## config.mk

```make
export PLATFORM = sky130hd
export DESIGN_NAME = nonzero_index_compactor_core
export DESIGN_NICKNAME = d
export VERILOG_FILES = /design/src/hw/rtl/nic_pkg.sv /design/src/hw/rtl/nonzero_index_compactor_core.sv /design/src/hw/rtl/nic_cfg_regs.sv /design/src/hw/rtl/nic_index_counter.sv
export SDC_FILE = /design/constraint.sdc
export NUM_CORES = 1
export LEC_CHECK = 0
export BUFFER_PORTS_ARGS = -buffer_cell sky130_fd_sc_hd__buf_2
export CELL_PAD_IN_SITES_DETAIL_PLACEMENT = 1
export CELL_PAD_IN_SITES_GLOBAL_PLACEMENT = 1
export CORE_MARGIN = 2
export CORE_UTILIZATION = 46
export DETAILED_ROUTE_END_ITERATION = 10
export PLACE_DENSITY_LB_ADDON = 0.1
export SETUP_SLACK_MARGIN = 0.02
export SYNTH_ARGS = -nofsm -noshare
export SYNTH_HDL_FRONTEND = slang
export SYNTH_SLANG_ARGS = --single-unit
```

## constraint.sdc

```tcl
create_clock -name clk -period 5.2 [get_ports clk]
set_input_delay 1.04 -clock clk [delete_from_list [all_inputs] [get_ports clk]]
set_output_delay 1.04 -clock clk [all_outputs]
set_load 0.01 [all_outputs]
```

## src/hw/rtl/nic_pkg.sv

```systemverilog
// Shared types and constants for the nonzero index compactor.
`default_nettype none

package nic_pkg;

    localparam int MAX_DIMS_DEF    = 4;
    localparam int INDEX_WIDTH_DEF = 16;

    localparam int NUM_SIZE_REGS = 4;   // extent registers dim_size_0..3
    localparam int OUT_INDEX     = 4;   // index ports index_0..3
    localparam int DIM_W         = 16;  // extent and reported index width
    localparam int ND_W          = 3;   // num_dims register width
    localparam int COUNT_W       = 32;
    localparam int DATA_W        = 32;
    localparam int ADDR_W        = 5;
    localparam int REG_IDX_W     = 3;

    // register indexes (byte address is 4 * index)
    localparam logic [REG_IDX_W-1:0] REG_NUM_DIMS   = 3'd0;
    localparam logic [REG_IDX_W-1:0] REG_DIM_SIZE_0 = 3'd1;
    localparam logic [REG_IDX_W-1:0] REG_DIM_SIZE_1 = 3'd2;
    localparam logic [REG_IDX_W-1:0] REG_DIM_SIZE_2 = 3'd3;
    localparam logic [REG_IDX_W-1:0] REG_DIM_SIZE_3 = 3'd4;

    typedef struct packed {
        logic [ND_W-1:0]                     num_dims;
        logic [NUM_SIZE_REGS-1:0][DIM_W-1:0] dim_size;
    } cfg_t;

    typedef struct packed {
        logic                            emit;
        logic                            hit;
        logic                            last;
        logic [OUT_INDEX-1:0][DIM_W-1:0] index;
        logic [COUNT_W-1:0]              count;
    } result_t;

endpackage

`default_nettype wire

```

## src/hw/rtl/nonzero_index_compactor_core.sv

```systemverilog
// A condition bit is registered in the input stage (cond_reg); its result is registered
// in the result stage (res_reg) as soon as that register is free.
// Throughput: one element per cycle while the result register is free, bounded by the
// combinational carry step of the position counter, which updates together with the
// true-element tally. Reset (rst_n, async, active low): positions and count to zero,
// num_dims and all extents to 1, both pipeline stages empty.
`default_nettype none

module nonzero_index_compactor_core
    import nic_pkg::*;
#(
    parameter int MAX_DIMS    = MAX_DIMS_DEF,
    parameter int INDEX_WIDTH = INDEX_WIDTH_DEF
)
(
    input  wire logic               clk,
    input  wire logic               rst_n,
    // APB configuration
    input  wire logic               psel,
    input  wire logic               penable,
    input  wire logic               pwrite,
    input  wire logic [ADDR_W-1:0]  paddr,
    input  wire logic [DATA_W-1:0]  pwdata,
    output logic      [DATA_W-1:0]  prdata,
    output logic                    pready,
    // condition stream
    input  wire logic               in_valid,
    output logic                    in_stall,
    input  wire logic               cond_bit,
    // index results
    output logic                    out_valid,
    input  wire logic               out_stall,
    output logic                    hit,
    output logic      [DIM_W-1:0]   index_0,
    output logic      [DIM_W-1:0]   index_1,
    output logic      [DIM_W-1:0]   index_2,
    output logic      [DIM_W-1:0]   index_3,
    output logic      [COUNT_W-1:0] true_count,
    output logic                    last
);

    cfg_t    cfg;
    result_t res;
    result_t res_reg;

    // input stage
    logic in_valid_reg;
    logic in_valid_next;
    logic cond_reg;

    // result stage
    logic out_valid_reg;
    logic out_valid_next;

    logic out_free;   // result register may take a new value this cycle
    logic proc_fire;  // held element is processed and the counter steps
    logic in_take;

    nic_cfg_regs u_cfg (
        .clk     (clk),
        .rst_n   (rst_n),
        .psel    (psel),
        .penable (penable),
        .pwrite  (pwrite),
        .paddr   (paddr),
        .pwdata  (pwdata),
        .prdata  (prdata),
        .pready  (pready),
        .cfg     (cfg)
    );

    nic_index_counter #(
        .MAX_DIMS    (MAX_DIMS),
        .INDEX_WIDTH (INDEX_WIDTH)
    ) u_cnt (
        .clk   (clk),
        .rst_n (rst_n),
        .step  (proc_fire),
        .cond  (cond_reg),
        .cfg   (cfg),
        .res   (res)
    );

    // The result register frees up when empty or when its transaction completes;
    // elements that produce no result still need this slot to advance, which keeps
    // results in order.
    assign out_free  = !out_valid_reg || !out_stall;
    assign proc_fire = in_valid_reg && out_free;
    assign in_stall  = in_valid_reg && !out_free;
    assign in_take   = in_valid && !in_stall;

    assign in_valid_next  = in_take ? 1'b1 : (proc_fire ? 1'b0 : in_valid_reg);
    assign out_valid_next = proc_fire ? res.emit : (out_valid_reg && out_stall);

    always_ff @(posedge clk or negedge rst_n)
    begin
        if (!rst_n)
        begin
            in_valid_reg  <= 1'b0;
            out_valid_reg <= 1'b0;
        end
        else
        begin
            in_valid_reg  <= in_valid_next;
            out_valid_reg <= out_valid_next;
        end
    end

    // payload registers, no reset
    always_ff @(posedge clk)
    begin
        if (in_take)
        begin
            cond_reg <= cond_bit;
        end
        if (proc_fire)
        begin
            res_reg <= res;
        end
    end

    assign out_valid  = out_valid_reg;
    assign hit        = res_reg.hit;
    assign index_0    = res_reg.index[0];
    assign index_1    = res_reg.index[1];
    assign index_2    = res_reg.index[2];
    assign index_3    = res_reg.index[3];
    assign true_count = res_reg.count;
    assign last       = res_reg.last;

endmodule

`default_nettype wire

```

## src/hw/rtl/nic_cfg_regs.sv

```systemverilog
// APB register bank holding dimension count and extents.
`default_nettype none

module nic_cfg_regs
    import nic_pkg::*;
(
    input  wire logic              clk,
    input  wire logic              rst_n,
    input  wire logic              psel,
    input  wire logic              penable,
    input  wire logic              pwrite,
    input  wire logic [ADDR_W-1:0] paddr,
    input  wire logic [DATA_W-1:0] pwdata,
    output logic      [DATA_W-1:0] prdata,
    output logic                   pready,
    output cfg_t                   cfg
);

    cfg_t                 cfg_reg;
    cfg_t                 cfg_next;
    logic [REG_IDX_W-1:0] reg_idx;
    logic                 wr_en;

    assign reg_idx = paddr[ADDR_W-1:2];
    assign wr_en   = psel && penable && pwrite;
    assign pready  = 1'b1;
    assign cfg     = cfg_reg;

    always_comb
    begin
        cfg_next = cfg_reg;
        if (wr_en)
        begin
            case (reg_idx)
                REG_NUM_DIMS:   cfg_next.num_dims    = pwdata[ND_W-1:0];
                REG_DIM_SIZE_0: cfg_next.dim_size[0] = pwdata[DIM_W-1:0];
                REG_DIM_SIZE_1: cfg_next.dim_size[1] = pwdata[DIM_W-1:0];
                REG_DIM_SIZE_2: cfg_next.dim_size[2] = pwdata[DIM_W-1:0];
                REG_DIM_SIZE_3: cfg_next.dim_size[3] = pwdata[DIM_W-1:0];
                default:        cfg_next = cfg_reg;  // unmapped: ignored
            endcase
        end
    end

    always_ff @(posedge clk or negedge rst_n)
    begin
        if (!rst_n)
        begin
            cfg_reg.num_dims <= ND_W'(1);
            for (int i = 0; i < NUM_SIZE_REGS; i++)
            begin
                cfg_reg.dim_size[i] <= DIM_W'(1);
            end
        end
        else
        begin
            cfg_reg <= cfg_next;
        end
    end

    always_comb
    begin
        case (reg_idx)
            REG_NUM_DIMS:   prdata = DATA_W'(cfg_reg.num_dims);
            REG_DIM_SIZE_0: prdata = DATA_W'(cfg_reg.dim_size[0]);
            REG_DIM_SIZE_1: prdata = DATA_W'(cfg_reg.dim_size[1]);
            REG_DIM_SIZE_2: prdata = DATA_W'(cfg_reg.dim_size[2]);
            REG_DIM_SIZE_3: prdata = DATA_W'(cfg_reg.dim_size[3]);
            default:        prdata = '0;
        endcase
    end

endmodule

`default_nettype wire

```

## src/hw/rtl/nic_index_counter.sv

```systemverilog
// Multi-dimensional position counter with carry, true-element tally and result forming.
`default_nettype none

module nic_index_counter
    import nic_pkg::*;
#(
    parameter int MAX_DIMS    = MAX_DIMS_DEF,
    parameter int INDEX_WIDTH = INDEX_WIDTH_DEF
)
(
    input  wire logic clk,
    input  wire logic rst_n,
    input  wire logic step,
    input  wire logic cond,
    input  wire cfg_t cfg,
    output result_t   res
);

    localparam int CW = (INDEX_WIDTH > DIM_W) ? INDEX_WIDTH : DIM_W;

    logic [INDEX_WIDTH-1:0] pos_reg  [MAX_DIMS];
    logic [INDEX_WIDTH-1:0] pos_next [MAX_DIMS];
    logic [CW-1:0]          pos_ext  [MAX_DIMS];
    logic [DIM_W-1:0]       lim      [MAX_DIMS];
    logic [COUNT_W-1:0]     count_reg;
    logic [COUNT_W-1:0]     count_next;
    logic [COUNT_W-1:0]     count_inc;
    logic [MAX_DIMS-1:0]    in_use;
    logic [MAX_DIMS-1:0]    at_end;
    logic [MAX_DIMS-1:0]    carry;
    logic                   last;

    // per-dimension decode: last coordinate, in-use flag, end-of-row flag
    for (genvar d = 0; d < MAX_DIMS; d++)
    begin : g_dim
        if (d < NUM_SIZE_REGS)
        begin : g_reg
            assign lim[d] = (cfg.dim_size[d] == '0) ? '0 : cfg.dim_size[d] - DIM_W'(1);
        end
        else
        begin : g_one
            assign lim[d] = '0;  // no register: extent 1
        end
        assign in_use[d]  = (d == 0) || (32'(cfg.num_dims) > d);
        assign pos_ext[d] = CW'(pos_reg[d]);
        assign at_end[d]  = pos_ext[d] >= CW'(lim[d]);
    end

    // carry ripples from the innermost dimension outward
    always_comb
    begin
        carry[MAX_DIMS-1] = 1'b1;
        for (int d = MAX_DIMS - 2; d >= 0; d--)
        begin
            carry[d] = carry[d+1] && (!in_use[d+1] || at_end[d+1]);
        end
        last = carry[0] && at_end[0];
    end

    always_comb
    begin
        for (int d = 0; d < MAX_DIMS; d++)
        begin
            if (last)
                pos_next[d] = '0;
            else if (in_use[d] && carry[d])
                pos_next[d] = at_end[d] ? '0 : pos_reg[d] + INDEX_WIDTH'(1);
            else
                pos_next[d] = pos_reg[d];
        end
    end

    assign count_inc  = (cond && (count_reg != '1)) ? count_reg + COUNT_W'(1) : count_reg;
    assign count_next = last ? '0 : count_inc;

    assign res.emit  = cond || last;
    assign res.hit   = cond;
    assign res.last  = last;
    assign res.count = count_inc;

    for (genvar k = 0; k < OUT_INDEX; k++)
    begin : g_out
        if (k < MAX_DIMS)
        begin : g_live
            assign res.index[k] = (cond && in_use[k]) ? pos_ext[k][DIM_W-1:0] : '0;
        end
        else
        begin : g_none
            assign res.index[k] = '0;
        end
    end

    always_ff @(posedge clk or negedge rst_n)
    begin
        if (!rst_n)
        begin
            for (int d = 0; d < MAX_DIMS; d++)
            begin
                pos_reg[d] <= '0;
            end
            count_reg <= '0;
        end
        else if (step)
        begin
            for (int d = 0; d < MAX_DIMS; d++)
            begin
                pos_reg[d] <= pos_next[d];
            end
            count_reg <= count_next;
        end
    end

endmodule

`default_nettype wire

```

==> metrics.yaml <==
die_y_um: 187
clock_sinks: 264
antenna_found_initial: 0
path_cells: "or4_1, nor4_1, nor2b_1, nand3_1, xnor2_1, nand2_1, ha_1, and4_1, nand2_1, or4_1, nand3_1, nand3b_1, nor2_2, buf_4, nor3_1"
wire_per_inst_um: 19.9
grt_pass1_vias: 12400
vias: 12400
layout_commonest_cell: "nand2_1"
r2r-end: "u_cnt.count_reg[26]"
fin_ws_ps: 400
cts.clk_slew.worst_paths_ps: 60
arrival_ps: 5220
finalSetupViolations: 0
antenna_cells: 0
drc: 0
power_density_mw_per_mm2: 460
initial_core_util: 0.469
min-delay-start: "u_cnt.count_reg[31]"
drtAntennaViolNets: 0
postSynthAreaPerCell_um2: 9.95
cp_top_family: "simple AND/OR/NAND/NOR gates"
syn_area_mm2: 0.0153
setup_tns_ps: 0
area_growth_pct: 14.4
clock_path_buffers: 3
crit_type: "flip-flop to flip-flop"
cap_violations: 0
cts-root-buf: "clkbuf_16"
synth-seq-cells: 264
p_int_mw: 5.07
timing_hold_violations_final: 0
grt_pass1_wl_um: 69300
max_clock_freq_ghz: 0.208
gr-total-overflow: 0
n_fill_cell: 3722
required_ps: 5620
clock_power_share: 0.275
pre_cts_slack_ps: 246
hpwl_um: 30700
slew_headroom: 0.395
reg2reg_depth: 15
switchingPower_mw: 3.01
worstMarginPinSlew_ps: 900
final_layout_size_suffix_gt1_frac: 0.194
multi_input_area_mm2: 0.00775
whs_path_depth: 1
h-tree-depth: 1
worst_ir_drop_vdd_v: 0.000255
pin_count: 178
synth.distinct_cells: 77
viasPerCell: 5.80
grt_start_max_net_pins: 145
min_period_ps: 4800
hold_end: "u_cnt.count_reg[31]"
core-area_mm2: 0.0327
seq_power_share: 0.392
drtIter0Drc: 708
synthCells: 1543
crit_path_end_kind: "flip-flop"
post-route-period-util: 0.923
crit_slowest_cell: "or4_1"
final-seq-area_mm2: 0.00711
synth_async_sr_flop_share: 0.625
grt_use_total: 0.243
die_w_um: 187
r2r_slack_ps: 400
clk_latency_ps: 550
cp_slowest_stage_delay_ps: 620
cts_tree: "yes"
largest_register_ffs: 67
synth-main-ff-cell: "dfrtp_1"
die_area_mm2: 0.0348
skew_ps: 10.9
gp_congestion: 0.863
yosysWarnings: 0
outcome: "complete, no violations"
critPathLaunchType: "flip-flop"
sw_frac_of_total: 0.373
num-nets-final: 1789
dr.pass1.iters: 5
p_leak_nw: 7.86
rows: 66
cp_num_buf_inv: 1
cp_max_fo: 28
numCtsBuffers: 30
maxSlewViolCount: 0
synth_edf_count: 99
most-common-layout-cells: "172 x nand2_1, 160 x dfrtp_1, 141 x buf_2, 99 x edfxtp_1, 93 x nor2_1"
p_comb_frac: 0.333
seq_area_frac_synth: 0.463
io_buffers: 142
rsz0062_at_grt: "no"
hold_class: "flip-flop to flip-flop"
rr_startpoint: "u_cfg.cfg[23]"
totalWireLength_um: 42500
-- metal layers --
| layer | vias to the layer above | wire length [um] | share of wire | global-route usage |
|---|---|---|---|---|
| met3 | 45 | 1770 | 0.042 | 0.0303 |
| met4 | 0 | 649 | 0.015 | 0.0470 |
| met2 | 257 | 19900 | 0.47 | 0.397 |
| met1 | 6212 | 20200 | 0.47 | 0.348 |
| met5 | - | 0 | 0 | 0 |
| li1 | 5871 | - | - | - |
-- cells in the mapped netlist, drive strengths merged (31+ instances only) --
cell type / count / share of area
xnor2: 38 / 0.022
buf: 31 / 0.013
and3: 71 / 0.029
inv: 44 / 0.011
clkbuf: 56 / 0.014
mux2: 73 / 0.054
nor3: 53 / 0.018
dfrtp: 160 / 0.26
nand2: 173 / 0.042
ha: 76 / 0.062
a21oi: 40 / 0.013
nor2: 94 / 0.023
o21ai: 75 / 0.024
edfxtp: 99 / 0.19
xor2: 46 / 0.026
nand3: 88 / 0.029
-- final cells by class --
class / instances / area share
flip-flops and latches: 264 / 0.405
clock buffers: 37 / 0.0477
clock inverters: 19 / 0.0120
repair buffers: 165 / 0.0528
multi-input cells: 1163 / 0.442
well taps: 442 / 0.0315
inverters: 44 / 0.00955
-- repair_timing --
action | in CTS | in global routing
buffers inserted | 0 | 1
hold buffers | 0 | 0
endpoints found under the setup margin | 0 | 30
gates resized for setup | 0 | 5
-- worst max-delay path by stage --
stage                  startpoint                   to  slack [ps]  depth (start not counted)
floorplan               out_stall                  hit         270                          5
detailed placement  u_cfg.cfg[38]    u_cnt.pos_ext[35]         250                         14
global placement    u_cfg.cfg[38]    u_cnt.pos_ext[41]         340                         14
finish              u_cfg.cfg[23]  u_cnt.count_reg[26]         400                         15
global route        u_cfg.cfg[19]   u_cnt.count_reg[2]          90                         14
CTS                 u_cfg.cfg[38]    u_cnt.pos_ext[35]         250                         14
-- per-stage QoR --
stage           util  hold slack [ps]  instance area (um^2)  cells  power (mW)
4_1_cts        0.536              514                 17500   2133        8.13
2_1_floorplan      -              424                 15400   1558        4.90
6_report       0.537              514                 17600   2134        8.08
3_5_place_dp   0.504              502                 16500   2077        5.87
5_1_grt        0.537              560                 17600   2134        8.61
3_3_place_gp   0.504              471                 16500   2077        5.73
-- cell families (layout without fill, tap and decap cells) --
logic type | count (synthesis) | in the layout | share of synthesized area
buffers and inverters | 131 | 265 | 0.0378
AND/OR/NAND/NOR | 646 | 646 | 0.215
multiplexers | 92 | 92 | 0.0660
adder cells (fa/ha/maj) | 76 | 76 | 0.0620
XOR/XNOR | 84 | 84 | 0.0479
other | 2 | 17 | 0.000489
AO/OA/AOI/OAI | 248 | 248 | 0.107
flip-flops | 264 | 264 | 0.463
-- power groups by stage --
stage                     sequential (mW)  combinational (mW)  clock [mW]
after detailed placement             3.20                2.68           0
after CTS                            3.16                2.70        2.27
after global placement               3.17                2.56           0
final                                3.16                2.69        2.22
after floorplan                      3.08                1.82           0
after global routing                 3.23                3.03        2.35
Power figures use the tool's default switching activity.
